==> config.mk <==
export PLATFORM = sky130hd
export DESIGN_NAME = system_timer_four_compare_unit
export DESIGN_NICKNAME = d
export VERILOG_FILES = /design/src/rtl/core/stcu_pkg.sv /design/src/rtl/core/system_timer_four_compare_unit.sv /design/src/rtl/core/stcu_core.sv
export SDC_FILE = /design/constraint.sdc
export NUM_CORES = 1
export LEC_CHECK = 0
export BUFFER_PORTS_ARGS = -buffer_cell sky130_fd_sc_hd__buf_4
export CAP_MARGIN = 20
export CORE_MARGIN = 4
export CORE_UTILIZATION = 55
export DETAILED_ROUTE_END_ITERATION = 16
export PLACE_DENSITY = 0.73
export SYNTH_ARGS = -nofsm -noshare
export SYNTH_HDL_FRONTEND = slang
export SYNTH_HIERARCHICAL = 1
export SYNTH_SLANG_ARGS = --single-unit
==> constraint.sdc <==
create_clock -name clock -period 3.9 [get_ports clock]
set_input_delay 0.585 -clock clock [delete_from_list [all_inputs] [get_ports clock]]
set_output_delay 0.585 -clock clock [all_outputs]
set_load 0.03 [all_outputs]
==> src/rtl/core/stcu_pkg.sv <==
`timescale 1ns / 1ps

package stcu_pkg;

   localparam int MaxChannels   = 4;
   localparam int DataWidth     = 32;
   localparam int OpWidth       = 2;
   localparam int IdxWidth      = 4;
   localparam int ChWidth       = 2;
   localparam int PrescaleWidth = 8;
   localparam int PrescaleLsb   = 8;

   localparam logic [OpWidth-1:0] OpTick  = 2'd0;
   localparam logic [OpWidth-1:0] OpRead  = 2'd1;
   localparam logic [OpWidth-1:0] OpWrite = 2'd2;

   localparam int RegControl       = 0;
   localparam int RegCounter       = 1;
   localparam int RegChannelBase   = 2;
   localparam int ChannelStride    = 3;
   localparam int OffsetEnable     = 0;
   localparam int OffsetFlag       = 1;
   localparam int OffsetCompare    = 2;

   typedef enum logic [2:0] {
      KIND_NONE,
      KIND_CONTROL,
      KIND_COUNTER,
      KIND_ENABLE,
      KIND_FLAG,
      KIND_COMPARE
   } reg_kind_type;

   typedef struct packed {
      reg_kind_type       kind;
      logic [ChWidth-1:0] ch;
   } reg_decode_type;

   typedef struct packed {
      logic [OpWidth-1:0]   op;
      logic [IdxWidth-1:0]  reg_index;
      logic [DataWidth-1:0] write_data;
   } item_type;

   typedef struct packed {
      logic [DataWidth-1:0]   read_data;
      logic [MaxChannels-1:0] flags;
   } rsp_type;

   function automatic reg_decode_type decode_index(input logic [IdxWidth-1:0] idx);
      reg_decode_type d;
      int base;
      d.kind = KIND_NONE;
      d.ch   = '0;
      if (int'(idx) == RegControl) begin
         d.kind = KIND_CONTROL;
      end else if (int'(idx) == RegCounter) begin
         d.kind = KIND_COUNTER;
      end
      for (int n = 0; n < MaxChannels; n++) begin
         base = RegChannelBase + ChannelStride * n;
         if (int'(idx) == base + OffsetEnable) begin
            d.kind = KIND_ENABLE;
            d.ch   = ChWidth'(n);
         end else if (int'(idx) == base + OffsetFlag) begin
            d.kind = KIND_FLAG;
            d.ch   = ChWidth'(n);
         end else if (int'(idx) == base + OffsetCompare) begin
            d.kind = KIND_COMPARE;
            d.ch   = ChWidth'(n);
         end
      end
      return d;
   endfunction

endpackage

==> src/rtl/core/system_timer_four_compare_unit.sv <==
`timescale 1ns / 1ps
// path: a req transaction passes the input register, then the result register, and then
// shows as rsp valid; a low rsp_ready holds it in the result register
// throughput: one transaction per cycle while rsp_ready stays high
// the result register frees a slot whenever its transaction is taken, so both stages flow
// reset: synchronous, active high; clears control, counter, prescaler, enables,
// compare values and flags, and empties both stages

module system_timer_four_compare_unit #(
   parameter int CHANNELS = stcu_pkg::MaxChannels
) (
   input  logic                               clock,
   input  logic                               reset,
   input  logic                               req_valid,
   output logic                               req_ready,
   input  logic [stcu_pkg::OpWidth-1:0]       req_op,
   input  logic [stcu_pkg::IdxWidth-1:0]      req_reg_index,
   input  logic [stcu_pkg::DataWidth-1:0]     req_write_data,
   output logic                               rsp_valid,
   input  logic                               rsp_ready,
   output logic [stcu_pkg::DataWidth-1:0]     rsp_read_data,
   output logic                               rsp_irq,
   output logic [stcu_pkg::MaxChannels-1:0]   rsp_channel_flags
);

   logic                               in_valid_ff;
   stcu_pkg::item_type                 in_item_ff;
   logic                               out_valid_ff;
   logic [stcu_pkg::DataWidth-1:0]     out_read_data_ff;
   logic                               out_irq_ff;
   logic [stcu_pkg::MaxChannels-1:0]   out_flags_ff;
   stcu_pkg::rsp_type                  core_rsp;
   logic                               out_free;
   logic                               fire;

   assign out_free  = !out_valid_ff || rsp_ready;
   assign fire      = in_valid_ff && out_free;
   assign req_ready = !in_valid_ff || out_free;

   stcu_core #(
      .CHANNELS(CHANNELS)
   ) u_core (
      .clock(clock),
      .reset(reset),
      .fire (fire),
      .item (in_item_ff),
      .rsp  (core_rsp)
   );

   always_ff @(posedge clock) begin
      if (reset) begin
         in_valid_ff <= 1'b0;
      end else if (req_ready) begin
         in_valid_ff <= req_valid;
      end
   end

   always_ff @(posedge clock) begin
      if (req_ready && req_valid) begin
         in_item_ff.op         <= req_op;
         in_item_ff.reg_index  <= req_reg_index;
         in_item_ff.write_data <= req_write_data;
      end
   end

   always_ff @(posedge clock) begin
      if (reset) begin
         out_valid_ff <= 1'b0;
      end else if (out_free) begin
         out_valid_ff <= in_valid_ff;
      end
   end

   always_ff @(posedge clock) begin
      if (fire) begin
         out_read_data_ff <= core_rsp.read_data;
         out_irq_ff       <= |core_rsp.flags;
         out_flags_ff     <= core_rsp.flags;
      end
   end

   assign rsp_valid         = out_valid_ff;
   assign rsp_read_data     = out_read_data_ff;
   assign rsp_irq           = out_irq_ff;
   assign rsp_channel_flags = out_flags_ff;

   // interrupt follows the flags of the same transaction
   assert property (@(posedge clock) disable iff (reset)
      rsp_valid |-> rsp_irq == (|rsp_channel_flags))
      else $error("irq does not match channel flags");

   // a pending result is never overwritten
   assert property (@(posedge clock) disable iff (reset)
      out_valid_ff && !rsp_ready |=> $stable(out_read_data_ff) && $stable(out_flags_ff))
      else $error("pending result overwritten");

   // the input stage never drops a transaction
   assert property (@(posedge clock) disable iff (reset)
      in_valid_ff && !out_free |=> in_valid_ff && $stable(in_item_ff))
      else $error("input stage lost a transaction");

endmodule

==> src/rtl/core/stcu_core.sv <==
`timescale 1ns / 1ps

module stcu_core #(
   parameter int CHANNELS = stcu_pkg::MaxChannels
) (
   input  logic               clock,
   input  logic               reset,
   input  logic               fire,
   input  stcu_pkg::item_type item,
   output stcu_pkg::rsp_type  rsp
);

   logic [stcu_pkg::DataWidth-1:0]     control_ff, control_in;
   logic [stcu_pkg::DataWidth-1:0]     count_ff, count_in;
   logic [stcu_pkg::PrescaleWidth-1:0] prescale_ff, prescale_in;
   logic [CHANNELS-1:0]                enable_ff, enable_in;
   logic [CHANNELS-1:0]                flag_ff, flag_in;
   logic [stcu_pkg::DataWidth-1:0]     compare_ff [CHANNELS];
   logic [stcu_pkg::DataWidth-1:0]     compare_in [CHANNELS];

   stcu_pkg::reg_decode_type           dec;
   logic                               is_tick, is_read, is_write;
   logic                               step;
   logic [stcu_pkg::PrescaleWidth-1:0] limit;
   logic [stcu_pkg::DataWidth-1:0]     count_inc;
   logic [stcu_pkg::DataWidth-1:0]     read_data;
   logic [CHANNELS-1:0]                hit;

   always_comb begin
      dec       = stcu_pkg::decode_index(item.reg_index);
      is_tick   = (item.op == stcu_pkg::OpTick);
      is_read   = (item.op == stcu_pkg::OpRead);
      is_write  = (item.op == stcu_pkg::OpWrite);
      limit     = control_ff[stcu_pkg::PrescaleLsb +: stcu_pkg::PrescaleWidth];
      count_inc = count_ff + 1'b1;
      step      = is_tick && control_ff[0] && (prescale_ff >= limit);

      control_in  = control_ff;
      count_in    = count_ff;
      prescale_in = prescale_ff;
      enable_in   = enable_ff;
      flag_in     = flag_ff;
      read_data   = '0;

      // tick
      if (is_tick && control_ff[0]) begin
         if (step) begin
            prescale_in = '0;
            count_in    = count_inc;
         end else begin
            prescale_in = prescale_ff + 1'b1;
         end
      end

      // register access
      case (dec.kind)
         stcu_pkg::KIND_CONTROL: begin
            if (is_write) control_in = item.write_data;
            if (is_read) read_data = control_ff;
         end
         stcu_pkg::KIND_COUNTER: begin
            if (is_write) count_in = item.write_data;
            if (is_read) read_data = count_ff;
         end
         default: begin
         end
      endcase

      for (int n = 0; n < CHANNELS; n++) begin
         hit[n]        = (dec.ch == stcu_pkg::ChWidth'(n));
         compare_in[n] = compare_ff[n];
         if (step && enable_ff[n] && (compare_ff[n] == count_inc)) begin
            flag_in[n] = 1'b1;
         end
         if (hit[n]) begin
            case (dec.kind)
               stcu_pkg::KIND_ENABLE: begin
                  if (is_write) enable_in[n] = item.write_data[0];
                  if (is_read) read_data = {{(stcu_pkg::DataWidth-1){1'b0}}, enable_ff[n]};
               end
               stcu_pkg::KIND_FLAG: begin
                  if (is_write && item.write_data[0]) flag_in[n] = 1'b0;
                  if (is_read) read_data = {{(stcu_pkg::DataWidth-1){1'b0}}, flag_ff[n]};
               end
               stcu_pkg::KIND_COMPARE: begin
                  if (is_write) compare_in[n] = item.write_data;
                  if (is_read) read_data = compare_ff[n];
               end
               default: begin
               end
            endcase
         end
      end

      rsp.read_data = read_data;
      rsp.flags     = '0;
      for (int n = 0; n < CHANNELS; n++) begin
         rsp.flags[n] = flag_in[n];
      end
   end

   always_ff @(posedge clock) begin
      if (reset) begin
         control_ff  <= '0;
         count_ff    <= '0;
         prescale_ff <= '0;
         enable_ff   <= '0;
         flag_ff     <= '0;
         for (int n = 0; n < CHANNELS; n++) begin
            compare_ff[n] <= '0;
         end
      end else if (fire) begin
         control_ff  <= control_in;
         count_ff    <= count_in;
         prescale_ff <= prescale_in;
         enable_ff   <= enable_in;
         flag_ff     <= flag_in;
         for (int n = 0; n < CHANNELS; n++) begin
            compare_ff[n] <= compare_in[n];
         end
      end
   end

   // state moves only with a transaction
   assert property (@(posedge clock) disable iff (reset)
      !fire |=> $stable(count_ff) && $stable(flag_ff) && $stable(prescale_ff))
      else $error("timer state changed without a transaction");

   // flags are set only by ticks
   assert property (@(posedge clock) disable iff (reset)
      fire && !is_tick |=> (flag_ff & ~$past(flag_ff)) == '0)
      else $error("flag set by a register access");

   // counting disabled holds the counter
   assert property (@(posedge clock) disable iff (reset)
      fire && is_tick && !control_ff[0] |=> $stable(count_ff) && $stable(prescale_ff))
      else $error("counter moved while disabled");

endmodule

=== Yosys cells after proc, flatten, opt, wreduce, memory -nomap -nowiden ===
Memory sizes are Yosys's and may differ from the RTL's.
Cells that the tools add are included.

* $add $sub $neg: 2
* Magnitude comparators: 1
* Equality and inequality tests: 27
* Multiplexer cells: 79
* Bitwise logic cells: 4
* Reduce and logical (&&, ||, !) cells: 27

{| class="wikitable"
|+ Operators by type and width
! cell !! count
|-
| 2-to-1 mux 32 bit || 38
|-
| case mux 32 bit (3 select lines) || 4
|-
| == test 32 bit || 4
|-
| case mux 32 bit (2 select lines) || 1
|-
| 2-to-1 mux 5 bit || 12
|-
| adder 32 x 1 -> 32 bit, second input constant || 1
|-
| == test 4 bit, second input constant || 8
|-
| 2-to-1 mux 1 bit || 21
|-
| == test 4 x 3 -> 1 bit, second input constant || 4
|-
| AND reduction 4 bit || 4
|-
| logical AND 1 bit || 13
|-
| adder 8 x 1 -> 8 bit, second input constant || 1
|-
| greater-or-equal comparator 8 bit || 1
|-
| 2-to-1 mux 8 bit || 1
|-
| == test 2 bit, second input constant || 3
|-
| == test 3 x 2 -> 1 bit, second input constant || 2
|-
| == test 3 bit, second input constant || 2
|-
| == test 2 x 1 -> 1 bit, second input constant || 2
|-
| == test 4 x 2 -> 1 bit, second input constant || 1
|-
| logical NOT 2 bit || 2
|-
| logical NOT 4 bit || 1
|-
| OR 1 bit || 4
|-
| OR reduction 4 bit || 1
|-
| == test 3 x 1 -> 1 bit, second input constant || 1
|-
| 6 further kinds || 8
|}

* Register bits after elaboration: 157
* RAM bits: 128
* Input bits: 42
* Output and inout port bits: 39
* Word-level logic and storage cells: 157
* Memories kept: 1

{| class="wikitable"
|+ Memories
! memory !! depth !! width !! read ports !! clocked after Yosys merged registers in !! write ports !! line !! RTL
|-
| u_core.compare_ff || 4 || 32 || 4 || 0 || 4 || stcu_core.sv:18 || <nowiki>logic [stcu_pkg::DataWidth-1:0] compare_ff [CHANNELS];</nowiki>
|}

=== Logic depth before layout (Yosys ltp) ===
* Depth after elaboration: 29
* Depth in mapped cells: 13
* Mapped depth without buffers: 11

=== Hierarchy ===
The synthesis kept the hierarchy.

{| class="wikitable"
|+ By module, submodules not included
! module !! times used !! cells each !! area each (um^2) !! sequential area each (um^2)
|-
| stcu_core || 1 || 1444 || 13247.7 || 5445.2
|-
| system_timer_four_compare_unit || 1 || 86 || 2343.5 || 2292.2
|}

=== Least setup slack after synthesis ===
Ideal clock, no wire load.

* Path type: input to register
* Start point: in rsp_ready
* End point: mem u_core/compare_ff[0][0] in the netlist's numbering (enable)
* Library setup time: 0.390 ns
* Arrival: 3.198 ns
* Data required time: 3.510 ns
* Setup slack: 0.312 ns
* Cell stages on the path: 5
* Buffers on the path: 2
* Cells stage by stage: nand2b_1 and2_1 clkbuf_1 clkbuf_1 a41o_1

{| class="wikitable"
|+ RTL lines
! item !! line !! RTL
|-
| start: declaration || system_timer_four_compare_unit.sv:20 || <nowiki>input logic rsp_ready,</nowiki>
|-
| end: declaration || stcu_core.sv:18 ||
|}

==> results.rst <==
.. list-table::
   :header-rows: 1

   * - Metric
     - Value
   * - Result of the run
     - completed
   * - Transition time of the tightest slew-check pin
     - ~1.2 ns
   * - Clk_lat worst skew
     - about 0.56 ns
   * - Max H-tree Level
     - 1
   * - Finished Layout Cells
     - 2021
   * - Power density over the cells
     - 376 nW/um2
   * - Endpoint kind of the worst setup timing path
     - flip-flop
   * - Synth area leader
     - edfxtp_1
   * - Max cap viols
     - 0
   * - Vertical die dimension
     - 176 um
   * - Sequential Area
     - approximately 7700 um2
   * - Smallest setup slack after layout
     - between 0.1 and 0.15 ns
   * - Placed insts
     - around 2000
   * - Cts bufs inserted
     - 28
   * - RePlAce Congestion
     - 1.06
   * - Clock buffer depth
     - 3
   * - Met2 Use GR
     - 56.8%
   * - Post-CTS Hold Buffers
     - 0
   * - Number of endpoints failing setup at the final stage
     - 0
   * - Ratio of final minimum period to clock period
     - between 90 and 100%
   * - DR pass1 iterations
     - 8
   * - Die span in x
     - 176 um
   * - Sequential share of the synthesized area
     - a little under 50%
   * - Post-synth top flop
     - edfxtp_1
   * - Worst vdd ir
     - around 0.39 mV
   * - Clk root buf
     - clkbuf_16
   * - Number of hold violations in the final report
     - 0
   * - Detail-routed via count per cell
     - 6.53
   * - Overall Global Routing Usage
     - 35.0%
   * - Total grt overflow
     - 0
   * - Final count of pins violating max slew
     - 0
   * - First-pass GRT wire length
     - 81800 um
   * - Highest net fanout along the worst path
     - 8
   * - M1 GR Usage
     - 48.2%
   * - Worst setup path category
     - reg2reg
   * - Number of synthesis warnings
     - 6
   * - Global-route met3 utilization
     - 6.49%
   * - Unrepaired setup endpoints after global routing
     - no
   * - TritonCTS sink count
     - 285
   * - I/O pins
     - 81
   * - Share of synthesized registers carrying an async set or reset
     - 0%
   * - Kind of start point of the critical path
     - flip-flop
   * - Antenna violations before repair
     - 1
   * - Count of flip-flops with a built-in enable after synthesis
     - 203
   * - Routed length per instance
     - 27.5 um
   * - Number of nets produced by synthesis
     - 1582
   * - Core ar.
     - 27900 um2
   * - Crit path DAT
     - about 4.2 ns
   * - Area growth, synth to finish
     - 15.1%
   * - Clock period minus final worst setup slack
     - 3.77 ns
   * - Post-Synthesis Cells
     - 1530
   * - Final antenna-violating net count
     - 0
   * - DRC violations left
     - 0
   * - Number of vias after detailed routing
     - about 13000
   * - Total of buffers placed on input and output ports
     - 80
   * - Final standard cell utilization of the core
     - 64.4%
   * - Die area
     - 31100 um2
   * - Synth cell types
     - 88
   * - Half-perimeter wire length of the detailed placement result
     - ~40000 um
   * - Worst slew slack as a fraction of its limit
     - 19.6%
   * - # rows
     - 61
   * - Total leakage power
     - 6.34 nW
   * - Pre-CTS setup slack
     - 0.169 ns
   * - Number of filler cells placed in the layout
     - 2214
   * - Leading post-synthesis cells by cell area
     - edfxtp_1 39%, dfxtp_1 11%, xnor2_1 4.7%
   * - Data required time of the worst path
     - 4.34 ns
   * - 1st-iter DRT viols
     - 1728
   * - Area used by multi-input combinational logic
     - 7330 um2
   * - Starting density of the core
     - between 50% and 60%
   * - Number of global-route vias before repair
     - 12700
   * - Gr busiest metal
     - met2
   * - Layout cell share with drive strength beyond 1
     - 15.6%
   * - Clock Skews
     - 0.0135 ns
   * - Detailed-route wire length
     - about 56000 um
   * - Final total negative setup slack
     - 0 ns
   * - Number of nets at the end of the flow
     - about 1700
   * - Pin count of the biggest net entering global routing
     - 65
   * - Mapped Avg Cell Area
     - between 10 and 15 um2
   * - Top cell type's share of synthesized area
     - 39.1%
   * - Max Freq
     - ~270 MHz
   * - Clock transition at the registers of the reported paths
     - 0.06 ns
   * - Number of storage elements in the synthesis netlist
     - approximately 290
   * - Overall power after layout
     - 0.00675 W
   * - Hold crit path type
     - in2reg
   * - TritonCTS clock tree
     - done
   * - Post-synthesis cell area
     - 15600 um2
## power by group
part / switching (W) / internal (W)
Sequential: 0.000118 / 0.00337
Combinational: 0.000318 / 0.000186
Clock: 0.00115 / 0.00161
## per-layer routing
layer  wire (um)  vias to the layer above
met3        5230                      142
met5          13                        -
met1       22600                     6419
li1            -                     5863
met2       25700                      763
met4        2110                        2
## timing repair
| action | 4_1_cts | 5_1_grt |
|---|---|---|
| setup buffers | 0 | 0 |
| endpoints found under the setup margin | 0 | 3 |
| resized for setup | 0 | 3 |
## layout by cell type (no fill, tap or decap), types with 35 or more instances in the layout
cell      Yosys  final
o21ai_0      53     53
a21oi_1      89     89
nand2_1     166    166
edfxtp_1    203    203
xnor2_1      83     83
a22oi_1      35     35
nand3_1      43     43
nor2_1      104    101
xor2_1       49     49
and2_1       75     73
dfxtp_1      82     82
a211oi_1     36     36
buf_4         3    174
## synth_stat cells (all sizes together), types with 4 or more instances
cell type  number
edfxtp        203
nand2         166
nor2          105
clkbuf         97
a21oi          89
xnor2          84
dfxtp          82
and2           75
o21ai          54
xor2           49
nand3          44
a211oi         36
a22oi          35
nand4          30
a222oi         29
inv            28
nor3           24
nand2b         22
o22ai          20
buf            19
nor4           19
and3           16
nor2b          15
or4            14
xnor3          14
o2111ai        12
or3            12
mux2i          11
ha             10
a21o            9
a2111oi         7
a221oi          7
and4            7
nand3b          7
o21a            6
o221ai          5
a22o            4
a311oi          4
nor3b           4
o211ai          4
xor3            4
## layout make-up
type,count,share of cell area (%)
antenna,1,0.0139
multi-input combinational,1100,40.9
clock buffer,42,4.65
inverter,29,0.606
tap,378,2.64
timing repair buffer,176,7.50
clock inverter,10,0.627
sequential,285,43.1
## kinds of logic after synthesis
| group | share of synthesized area, % |
|---|---|
| flops | 49.6 |
| buf+inv | 3.71 |
| simple gates | 19.3 |
| compound gates | 15.7 |
| xor+xnor | 10.2 |
| mux | 0.778 |
| fa+ha+maj | 0.803 |
## sequential cells by signal (all words and copies together), names as in the netlist
register	flops
u_core/compare_ff	128
in_item_ff	38
rsp_read_data	32
u_core/control_ff	32
u_core/count_ff	32
u_core/prescale_ff	8
rsp_channel_flags	4
u_core/enable_ff	4
u_core/flag_ff	4
in_valid_ff	1
rsp_irq	1
rsp_valid	1
## critical path, stage by stage (launching register included)
cell      delay, ns
dfxtp_1        0.43
nand3_1        0.20
or4_4          0.68
buf_4          0.22
nor2_4         0.26
mux2i_1        0.29
o221ai_1       0.21
nor4_1         0.80
nand4_1        0.18
a21oi_1        0.22
or4_1          0.13
## path summary, 6_finish.rpt
check,start,to,slack [ns],depth (start not counted)
hold reg to reg,u_core/control_ff[1],u_core/control_ff[1],0.46,2
hold / removal,req_op[0],in_item_ff[36],0.19,1
setup / recovery,u_core/count_ff[5],rsp_irq,0.13,10
setup reg to reg,u_core/count_ff[5],rsp_irq,0.13,10
## through the flow
stage | hold slack [ns] | area [um2]
2_1_floorplan | 0.428 | 15600
3_3_place_gp | 0.441 | 17000
3_5_place_dp | 0.448 | 17000
4_1_cts | 0.181 | 17900
5_1_grt | 0.184 | 17900
6_report | 0.194 | 17900
No activity file was read; power rests on OpenSTA's default activity.
